===== src/sv/fjop_pkg.sv =====
// Shared types, constants and helper functions for the flat JSON object parser.
`default_nettype none

package fjop_pkg;

  // Default depth of the result queue (power of two, at least 2)
  localparam int unsigned FJOP_QDEPTH = 4;

  // Grammar bytes
  localparam logic [7:0] CH_LBRACE    = 8'h7B;  // '{'
  localparam logic [7:0] CH_RBRACE    = 8'h7D;  // '}'
  localparam logic [7:0] CH_COLON     = 8'h3A;  // ':'
  localparam logic [7:0] CH_COMMA     = 8'h2C;  // ','
  localparam logic [7:0] CH_QUOTE     = 8'h22;  // '"'
  localparam logic [7:0] CH_BSLASH    = 8'h5C;  // '\'
  localparam logic [7:0] CH_SLASH     = 8'h2F;  // '/'
  localparam logic [7:0] CH_N         = 8'h6E;  // 'n'
  localparam logic [7:0] CH_R         = 8'h72;  // 'r'
  localparam logic [7:0] CH_T         = 8'h74;  // 't'
  localparam logic [7:0] CH_SPACE     = 8'h20;
  localparam logic [7:0] CH_TAB       = 8'h09;
  localparam logic [7:0] CH_LF        = 8'h0A;
  localparam logic [7:0] CH_CR        = 8'h0D;

  // Parser phase
  typedef enum logic [3:0] {
    PH_OPEN         = 4'd0,
    PH_KEY_OR_CLOSE = 4'd1,
    PH_KEY          = 4'd2,
    PH_KEY_ESC      = 4'd3,
    PH_COLON        = 4'd4,
    PH_VAL_QUOTE    = 4'd5,
    PH_VAL          = 4'd6,
    PH_VAL_ESC      = 4'd7,
    PH_AFTER_PAIR   = 4'd8,
    PH_DONE         = 4'd9,
    PH_ERROR        = 4'd10
  } phase_t;

  // Result kind
  typedef enum logic [2:0] {
    K_KEY_CHAR = 3'd0,
    K_KEY_END  = 3'd1,
    K_VAL_CHAR = 3'd2,
    K_PAIR_END = 3'd3,
    K_DONE     = 3'd4,
    K_ERROR    = 3'd5
  } kind_t;

  // One result item
  typedef struct packed {
    kind_t      kind;
    logic [7:0] ch;
    logic       last;
  } res_t;

  // Decoder outcome for one byte
  typedef struct packed {
    phase_t     nxt;
    logic [1:0] cnt;
    res_t       r0;
    res_t       r1;
  } dec_t;

  // Whitespace outside strings: 9..13 and space
  function automatic logic is_ws(input logic [7:0] b);
    return (b == CH_SPACE) || ((b >= CH_TAB) && (b <= CH_CR));
  endfunction

  // Escape letter decode: {accepted, character}
  function automatic logic [8:0] esc_decode(input logic [7:0] b);
    logic [8:0] r;
    case (b)
      CH_QUOTE, CH_BSLASH, CH_SLASH: r = {1'b1, b};
      CH_N:    r = {1'b1, CH_LF};
      CH_R:    r = {1'b1, CH_CR};
      CH_T:    r = {1'b1, CH_TAB};
      default: r = 9'd0;
    endcase
    return r;
  endfunction

endpackage

`default_nettype wire


===== src/sv/fjop_decode.sv =====
// Per-byte phase transition and result generation of the parser.
`default_nettype none

module fjop_decode (
  input  fjop_pkg::phase_t phase,
  input  logic [7:0]       in_byte,
  input  logic             msg_last,
  output fjop_pkg::dec_t   dec
);
  import fjop_pkg::*;

  phase_t     ph_mid;
  logic       v0;
  kind_t      k0;
  logic [7:0] c0;
  logic       ws;
  logic [8:0] esc;
  logic       end_err;
  res_t       first_res;
  res_t       err_res;

  assign ws  = is_ws(in_byte);
  assign esc = esc_decode(in_byte);

  // Grammar step for the byte
  always_comb begin
    ph_mid = phase;
    v0     = 1'b0;
    k0     = K_ERROR;
    c0     = 8'd0;
    unique case (phase)
      PH_OPEN: begin
        if (in_byte == CH_LBRACE) ph_mid = PH_KEY_OR_CLOSE;
        else if (!ws) begin
          ph_mid = PH_ERROR; v0 = 1'b1; k0 = K_ERROR;
        end
      end
      PH_KEY_OR_CLOSE, PH_AFTER_PAIR: begin
        if (in_byte == CH_QUOTE) ph_mid = PH_KEY;
        else if (in_byte == CH_RBRACE) begin
          ph_mid = PH_DONE; v0 = 1'b1; k0 = K_DONE;
        end else if (in_byte == CH_COMMA && phase == PH_AFTER_PAIR) begin
          ph_mid = PH_KEY_OR_CLOSE;
        end else if (!ws) begin
          ph_mid = PH_ERROR; v0 = 1'b1; k0 = K_ERROR;
        end
      end
      PH_KEY: begin
        if (in_byte == CH_QUOTE) begin
          ph_mid = PH_COLON; v0 = 1'b1; k0 = K_KEY_END;
        end else if (in_byte == CH_BSLASH) ph_mid = PH_KEY_ESC;
        else begin
          v0 = 1'b1; k0 = K_KEY_CHAR; c0 = in_byte;
        end
      end
      PH_KEY_ESC: begin
        v0 = 1'b1;
        if (esc[8]) begin
          ph_mid = PH_KEY; k0 = K_KEY_CHAR; c0 = esc[7:0];
        end else begin
          ph_mid = PH_ERROR; k0 = K_ERROR;
        end
      end
      PH_COLON: begin
        if (in_byte == CH_COLON) ph_mid = PH_VAL_QUOTE;
        else if (!ws) begin
          ph_mid = PH_ERROR; v0 = 1'b1; k0 = K_ERROR;
        end
      end
      PH_VAL_QUOTE: begin
        if (in_byte == CH_QUOTE) ph_mid = PH_VAL;
        else if (!ws) begin
          ph_mid = PH_ERROR; v0 = 1'b1; k0 = K_ERROR;
        end
      end
      PH_VAL: begin
        if (in_byte == CH_QUOTE) begin
          ph_mid = PH_AFTER_PAIR; v0 = 1'b1; k0 = K_PAIR_END;
        end else if (in_byte == CH_BSLASH) ph_mid = PH_VAL_ESC;
        else begin
          v0 = 1'b1; k0 = K_VAL_CHAR; c0 = in_byte;
        end
      end
      PH_VAL_ESC: begin
        v0 = 1'b1;
        if (esc[8]) begin
          ph_mid = PH_VAL; k0 = K_VAL_CHAR; c0 = esc[7:0];
        end else begin
          ph_mid = PH_ERROR; k0 = K_ERROR;
        end
      end
      default: ;  // done, error: byte ignored
    endcase
  end

  // Message end: truncated object adds an error, phase restarts
  assign end_err = msg_last && (ph_mid != PH_DONE) && (ph_mid != PH_ERROR);

  assign first_res = '{kind: k0, ch: c0, last: !end_err};
  assign err_res   = '{kind: K_ERROR, ch: 8'd0, last: 1'b1};

  always_comb begin
    dec.nxt = msg_last ? PH_OPEN : ph_mid;
    dec.cnt = {1'b0, v0} + {1'b0, end_err};
    dec.r0  = v0 ? first_res : err_res;
    dec.r1  = err_res;
  end

endmodule

`default_nettype wire


===== src/sv/fjop_queue.sv =====
// Result queue: up to two writes and one read per cycle.
`default_nettype none

module fjop_queue #(
  parameter int unsigned W     = 12,
  parameter int unsigned DEPTH = 4
) (
  input  logic                       clk,
  input  logic                       rst_n,
  input  logic                       push0,
  input  logic                       push1,
  input  logic [W-1:0]               wdata0,
  input  logic [W-1:0]               wdata1,
  input  logic                       pop,
  output logic [W-1:0]               rdata,
  output logic                       not_empty,
  output logic [$clog2(DEPTH):0]     count
);
  localparam int unsigned AW = $clog2(DEPTH);

  logic [W-1:0]  slot_r [DEPTH];
  logic [AW-1:0] wr_ptr_r, wr_ptr_nxt;
  logic [AW-1:0] rd_ptr_r, rd_ptr_nxt;
  logic [AW:0]   cnt_r, cnt_nxt;
  logic [AW-1:0] wr_ptr_p1;

  assign wr_ptr_p1 = wr_ptr_r + AW'(1);

  // Pointer and fill count update
  always_comb begin
    wr_ptr_nxt = wr_ptr_r + AW'(push0) + AW'(push1);
    rd_ptr_nxt = rd_ptr_r + AW'(pop);
    cnt_nxt    = cnt_r + (AW+1)'(push0) + (AW+1)'(push1) - (AW+1)'(pop);
  end

  always_ff @(posedge clk) begin
    if (!rst_n) begin
      wr_ptr_r <= '0;
      rd_ptr_r <= '0;
      cnt_r    <= '0;
    end else begin
      wr_ptr_r <= wr_ptr_nxt;
      rd_ptr_r <= rd_ptr_nxt;
      cnt_r    <= cnt_nxt;
    end
  end

  // Storage slots
  always_ff @(posedge clk) begin
    if (push0) slot_r[wr_ptr_r]  <= wdata0;
    if (push1) slot_r[wr_ptr_p1] <= wdata1;
  end

  assign rdata     = slot_r[rd_ptr_r];
  assign not_empty = (cnt_r != '0);
  assign count     = cnt_r;

endmodule

`default_nettype wire


===== src/sv/flat_json_object_parser_top.sv =====
// Top level of the streaming flat JSON object parser.
`default_nettype none

// Checks a byte stream as a flat JSON object of string keys and string values and
// emits one result per output transfer: decoded key/value characters, key end,
// pair end, object done and error marks (kind on out_tuser, out_tlast on the last
// result of each input byte). Each accepted byte is held in the input
// register, where the phase decoder yields zero, one or two results that are
// written into a QDEPTH-entry result queue. One byte is taken per cycle as long
// as the queue holds at least two free entries; input readiness depends only on
// registered state. Bytes producing two results (a truncated message end) need
// two output transfers, so the output side sets the rate in that case.
// The phase returns to the start after every byte flagged with in_tlast.
module flat_json_object_parser_top #(
  parameter int unsigned QDEPTH = fjop_pkg::FJOP_QDEPTH
) (
  input  logic       clk,
  input  logic       rst_n,
  input  logic       in_tvalid,
  output logic       in_tready,
  input  logic [7:0] in_tdata,   // [7:0] in_byte
  input  logic       in_tlast,   // msg_last
  output logic       out_tvalid,
  input  logic       out_tready,
  output logic [7:0] out_tdata,  // [7:0] out_char
  output logic [2:0] out_tuser,  // [2:0] kind
  output logic       out_tlast   // run_last
);
  import fjop_pkg::*;

  localparam int unsigned CW = $clog2(QDEPTH) + 1;
  localparam int unsigned RW = $bits(res_t);

  logic          stg_vld_r, stg_vld_nxt;
  logic [7:0]    stg_byte_r;
  logic          stg_last_r;
  phase_t        phase_r, phase_nxt;
  dec_t          dec;
  logic          in_xfer;
  logic          advance;
  logic          q_room;
  logic [CW-1:0] q_count;
  logic          q_not_empty;
  logic [RW-1:0] q_rdata;
  res_t          head;
  logic          pop;

  // Queue must hold two free entries before the staged byte is processed
  assign q_room    = (q_count <= CW'(QDEPTH - 2));
  assign advance   = stg_vld_r && q_room;
  assign in_tready = !stg_vld_r || advance;
  assign in_xfer   = in_tvalid && in_tready;

  // Input register
  always_comb begin
    stg_vld_nxt = stg_vld_r;
    if (in_xfer) stg_vld_nxt = 1'b1;
    else if (advance) stg_vld_nxt = 1'b0;
  end

  always_ff @(posedge clk) begin
    if (!rst_n) stg_vld_r <= 1'b0;
    else stg_vld_r <= stg_vld_nxt;
  end

  always_ff @(posedge clk) begin
    if (in_xfer) begin
      stg_byte_r <= in_tdata;
      stg_last_r <= in_tlast;
    end
  end

  // Phase decode for the staged byte
  fjop_decode u_decode (
    .phase    (phase_r),
    .in_byte  (stg_byte_r),
    .msg_last (stg_last_r),
    .dec      (dec)
  );

  assign phase_nxt = advance ? dec.nxt : phase_r;

  always_ff @(posedge clk) begin
    if (!rst_n) phase_r <= PH_OPEN;
    else phase_r <= phase_nxt;
  end

  // Result queue
  assign pop = out_tvalid && out_tready;

  fjop_queue #(
    .W     (RW),
    .DEPTH (QDEPTH)
  ) u_queue (
    .clk       (clk),
    .rst_n     (rst_n),
    .push0     (advance && (dec.cnt != 2'd0)),
    .push1     (advance && (dec.cnt == 2'd2)),
    .wdata0    (dec.r0),
    .wdata1    (dec.r1),
    .pop       (pop),
    .rdata     (q_rdata),
    .not_empty (q_not_empty),
    .count     (q_count)
  );

  assign head       = res_t'(q_rdata);
  assign out_tvalid = q_not_empty;
  assign out_tdata  = head.ch;
  assign out_tuser  = head.kind;
  assign out_tlast  = head.last;

  // Checks
  a_q_bound: assert property (@(posedge clk) disable iff (!rst_n)
    q_count <= CW'(QDEPTH))
    else $error("result queue overfilled");

  a_last_restart: assert property (@(posedge clk) disable iff (!rst_n)
    advance && stg_last_r |=> phase_r == PH_OPEN)
    else $error("phase not back at start after message end");

  a_two_is_error: assert property (@(posedge clk) disable iff (!rst_n)
    advance && dec.cnt == 2'd2 |-> dec.r1.kind == K_ERROR && stg_last_r)
    else $error("second result of a byte is not a message-end error");

  a_count_step: assert property (@(posedge clk) disable iff (!rst_n)
    !advance && !pop |=> $stable(q_count))
    else $error("queue count moved without transfer");

endmodule

`default_nettype wire

===== config.mk =====
export PLATFORM = sky130hd
export DESIGN_NAME = flat_json_object_parser_top
export DESIGN_NICKNAME = d
export VERILOG_FILES = /design/src/sv/fjop_pkg.sv /design/src/sv/fjop_decode.sv /design/src/sv/fjop_queue.sv /design/src/sv/flat_json_object_parser_top.sv
export SDC_FILE = /design/constraint.sdc
export NUM_CORES = 1
export LEC_CHECK = 0
export ABC_AREA = 1
export BUFFER_PORTS_ARGS = -buffer_cell sky130_fd_sc_hd__buf_2
export CAP_MARGIN = 20
export CORE_MARGIN = 5
export CORE_UTILIZATION = 61
export DETAILED_ROUTE_END_ITERATION = 10
export PLACE_DENSITY = 0.8
export SLEW_MARGIN = 20
export SYNTH_ARGS = -nofsm -noshare
export SYNTH_HDL_FRONTEND = slang
export SYNTH_SLANG_ARGS = --single-unit
export TNS_END_PERCENT = 20

===== constraint.sdc =====
create_clock -name clk -period 4.8 [get_ports clk]
set_clock_uncertainty 0.15 [all_clocks]
set_input_delay 0.24 -clock clk [delete_from_list [all_inputs] [get_ports clk]]
set_output_delay 0.24 -clock clk [all_outputs]
set_load 0.02 [all_outputs]

==> impl_metrics.env <==
export IMPL_die_height_um=92.60
export IMPL_grt_pass1_wl_um=16620
export IMPL_rows=30
export IMPL_maxCapViolCount=0
export IMPL_final_common_cell="nand2_1"
export IMPL_drc_errors=0
export IMPL_cts_buffer_depth=2
export IMPL_cp_depth=22
export IMPL_reg2reg_from="stg_byte_r[2]$_DFFE_PP_"
export IMPL_synthesis_instances=644
export IMPL_switchingPower_mw=1.057
export IMPL_clkTransAtPathRegs_ns=0.07
export IMPL_met2_usage_pct=38.13
export IMPL_worstPathArrival_ns=3.78
export IMPL_cts_buffers=9
export IMPL_cp_endpoint="u_queue.count[2]$_SDFF_PN0_"
export IMPL_power_mw=2.468
export IMPL_gp_congestion=0.9474
export IMPL_ys_ff_latch=69
export IMPL_p_per_area_nw_per_um2=542.7
export IMPL_num_vias=3938
export IMPL_cell_internal_pwr_mw=1.411
export IMPL_top_usage_layer="met2"
export IMPL_antenna_cells=0
export IMPL_grt_use_met1_pct=33.91
export IMPL_relSlewSlack_pct=33.57
export IMPL_synth_nets=663
export IMPL_min_period_over_period_pct=77.06
export IMPL_dpl_cell_area_um2=4263
export IMPL_grt_util_all_layers_pct=24.28
export IMPL_antenna_found_initial=0
export IMPL_grt_ovfl_total=0
export IMPL_holdBufCountCts=10
export IMPL_io_buffers=26
export IMPL_wl_per_cell_um=13.16
export IMPL_final_antenna_net_count=0
export IMPL_dp_cells=731
export IMPL_slew_violations=0
export IMPL_worst_setup_path_type="reg2reg"
export IMPL_first_pass_iters=5
export IMPL_nNetsFinal=691
export IMPL_worst_slew_pin_slew_ns=0.9953
export IMPL_worstPathRequired_ns=4.89
export IMPL_drive_gt1_share_pct=11.39
export IMPL_synth_avg_cell_area_um2=6.462
export IMPL_critPathCaptureType="register"
export IMPL_cts_root_buffer="clkbuf_8"
export IMPL_grt_use_met3_pct=4.793
export IMPL_pre_cts_ws_ns=1.093
export IMPL_cp_start_kind="register"
export IMPL_tns_ns=0
export IMPL_finalWirelength_um=9951
export IMPL_seq_area_frac_synth_pct=35.36
export IMPL_layout_common_cells="nand2_1, nor2_1, inv_1"
export IMPL_cts_tree="yes"
export IMPL_critPathMaxFanout=8
export IMPL_grt_max_degree=34
export IMPL_ir_drop_mv=0.4712
export IMPL_p_seq_share_pct=38.6
export IMPL_io_pins=27
export IMPL_cts_resized=0
export IMPL_max_freq_mhz=270.4
export IMPL_r2r_cells=22
export IMPL_viasPerCell=5.209
export IMPL_cts_sinks=69
export IMPL_cp_cell_sequence="nor2_2, inv_2, nor2_2, nand2_4, inv_2, nor2_2, nand2_2, nand2_1, nand2_1, nor2_1, nor2_1, nor2_2, nand2_4, nand3_4, nor2_8, inv_1, ha_1, inv_1, fa_1, fa_1, xor2_1, nor2_1"
export IMPL_switching_share_pct=42.82
export IMPL_synth_top_cell_by_area="dfxtp_1"
export IMPL_grt_pass1_vias=3484
export IMPL_cp_top_family="simple AND/OR/NAND/NOR gates"
export IMPL_hold_viol=0
export IMPL_ys_types=37
export IMPL_fin_ws_ns=1.101
export IMPL_netlist_area_um2=4161
export IMPL_clkPwrFrac_pct=17.8
export IMPL_h_tree_depth=3
export IMPL_leakagePower_nw=2.663
export IMPL_critPathBufInv=4
export IMPL_die_area_um2=8574
export IMPL_synth_area_leaders="dfxtp_1, nand2_1, nor2_1"
export IMPL_cp_startpoint="stg_byte_r[2]$_DFFE_PP_"
export IMPL_finalSetupViolations=0
export IMPL_cts_setup_buffers=0
export IMPL_start_util_pct=61.94
export IMPL_fin_area_um2=4547
export IMPL_crit_path_top_delay_cell="edfxtp_1"
export IMPL_finalCriticalPeriod_ns=3.699
export IMPL_crit_path_max_incr_delay_ns=0.51
export IMPL_hpwl_um=7118
export IMPL_power_frac_comb_pct=43.6
export IMPL_rsz0062_at_grt="false"
export IMPL_drtIter0Drc=293
export IMPL_fin_hold_ws_ns=0.009657
export IMPL_crit_top_cell="nor2_2"
export IMPL_final_core_util_pct=67.67
export IMPL_r2r_end="u_queue.count[2]$_SDFF_PN0_"
export IMPL_ff2ff_setup_slack_ns=1.10
export IMPL_worstSkewPairLatency_ns=0.35
export IMPL_yosysWarnings=0
export IMPL_die_x_um=92.60
export IMPL_synth_top_cell_area_share_pct=28.86
export IMPL_finalNonFillerCells=756
export IMPL_syn2layout_area_growth_pct=9.260
export IMPL_status="finished, final reports clean"
export IMPL_min_path_type="in2reg"
export IMPL_core_um2=6719
[worst reg2reg max path: stages, from the launching register on]
cell and delay [ns]:
edfxtp_1 0.51, nor2_2 0.20, inv_2 0.05, nor2_2 0.14
nand2_4 0.10, inv_2 0.10, nor2_2 0.06, nand2_2 0.11
nand2_1 0.08, nand2_1 0.07, nor2_1 0.04, nor2_1 0.17
nor2_2 0.07, nand2_4 0.09, nand3_4 0.11, nor2_8 0.17
inv_1 0.06, ha_1 0.27, inv_1 0.06, fa_1 0.41
fa_1 0.39, xor2_1 0.15, nor2_1 0.05
[worst min path at each step]
stage,start,end,slack (ns),cells past startpoint
after floorplan,rst_n,u_queue.count[0]$_SDFF_PN0_,0.18,2
after global placement,in_tlast,stg_last_r$_DFFE_PP_,0.27,1
after detailed placement,in_tdata[4],stg_byte_r[4]$_DFFE_PP_,0.27,1
after global routing,in_tvalid,stg_vld_r$_SDFFE_PN0P_,0.03,3
final,in_tvalid,stg_vld_r$_SDFFE_PN0P_,0.01,3
after CTS,in_tvalid,stg_vld_r$_SDFFE_PN0P_,0.001,3
[logic make-up after synthesis]
logic type,after synthesis,synth area share [%]
simple gates,377,40.47
buf+inv,120,12.30
compound gates,69,8.900
flops,69,35.36
fa+ha+maj,6,2.345
xor+xnor,3,0.6315
[sequential cells by signal, summed over array words and instances (netlist names)]
name	count
u_queue.slot_r	48
stg_byte_r	8
phase_r	4
u_queue.count	3
u_queue.rd_ptr_r	2
u_queue.wr_ptr_r	2
stg_last_r	1
stg_vld_r	1
[final cells by class]
type / instances / area [um2]
Multi-Input combinational cell: 455 / 2178
Fill cell: 590 / 2172
Sequential cell: 69 / 1471
Inverter: 100 / 375.4
Timing Repair Buffer: 37 / 237.7
Clock buffer: 10 / 148.9
Tap cell: 80 / 100.1
Clock inverter: 5 / 35.03
[synthesized netlist by cell type]
library cell and number:
nor2_4 1, nand2_8 1, a2bb2oi_1 1, inv_1 94, inv_2 5, nand3_4 5, edfxtp_1 9, o22ai_1 3
a2111o_1 1, clkbuf_1 8, fa_1 3, nor2_1 116, nor2_8 1, buf_2 4, o21ai_0 18, buf_6 7
o21ai_1 1, or2_2 1, xnor2_1 2, a31oi_1 1, a21oi_1 41, nand2_4 3, xor2_1 1, dfxtp_1 60
a32oi_1 1, buf_4 1, nand4_1 21, o2bb2ai_1 1, ha_1 3, a21boi_0 1, nor2_2 10, nor3_1 2
nand3_1 25, clkinv_1 1, nand3b_1 1, nand2_2 8, nand2_1 182
[layer usage]
layer / vias up / routed length [um]
li1: 2060 / -
met1: 1750 / 4593
met2: 113 / 4589
met3: 15 / 638
met4: 0 / 129
met5: - / 0
[power by group through the flow]
| stage | Sequential, mW | Clock [mW] | Combinational [mW] |
|---|---|---|---|
| after floorplan | 0.918 | 0 | 0.851 |
| after global placement | 0.952 | 0 | 1.03 |
| final | 0.953 | 0.438 | 1.08 |
| after global routing | 0.981 | 0.482 | 1.23 |
| after CTS | 0.950 | 0.448 | 1.08 |
| after detailed placement | 0.962 | 0 | 1.06 |
Note: power is estimated with default switching activity, not from simulation.
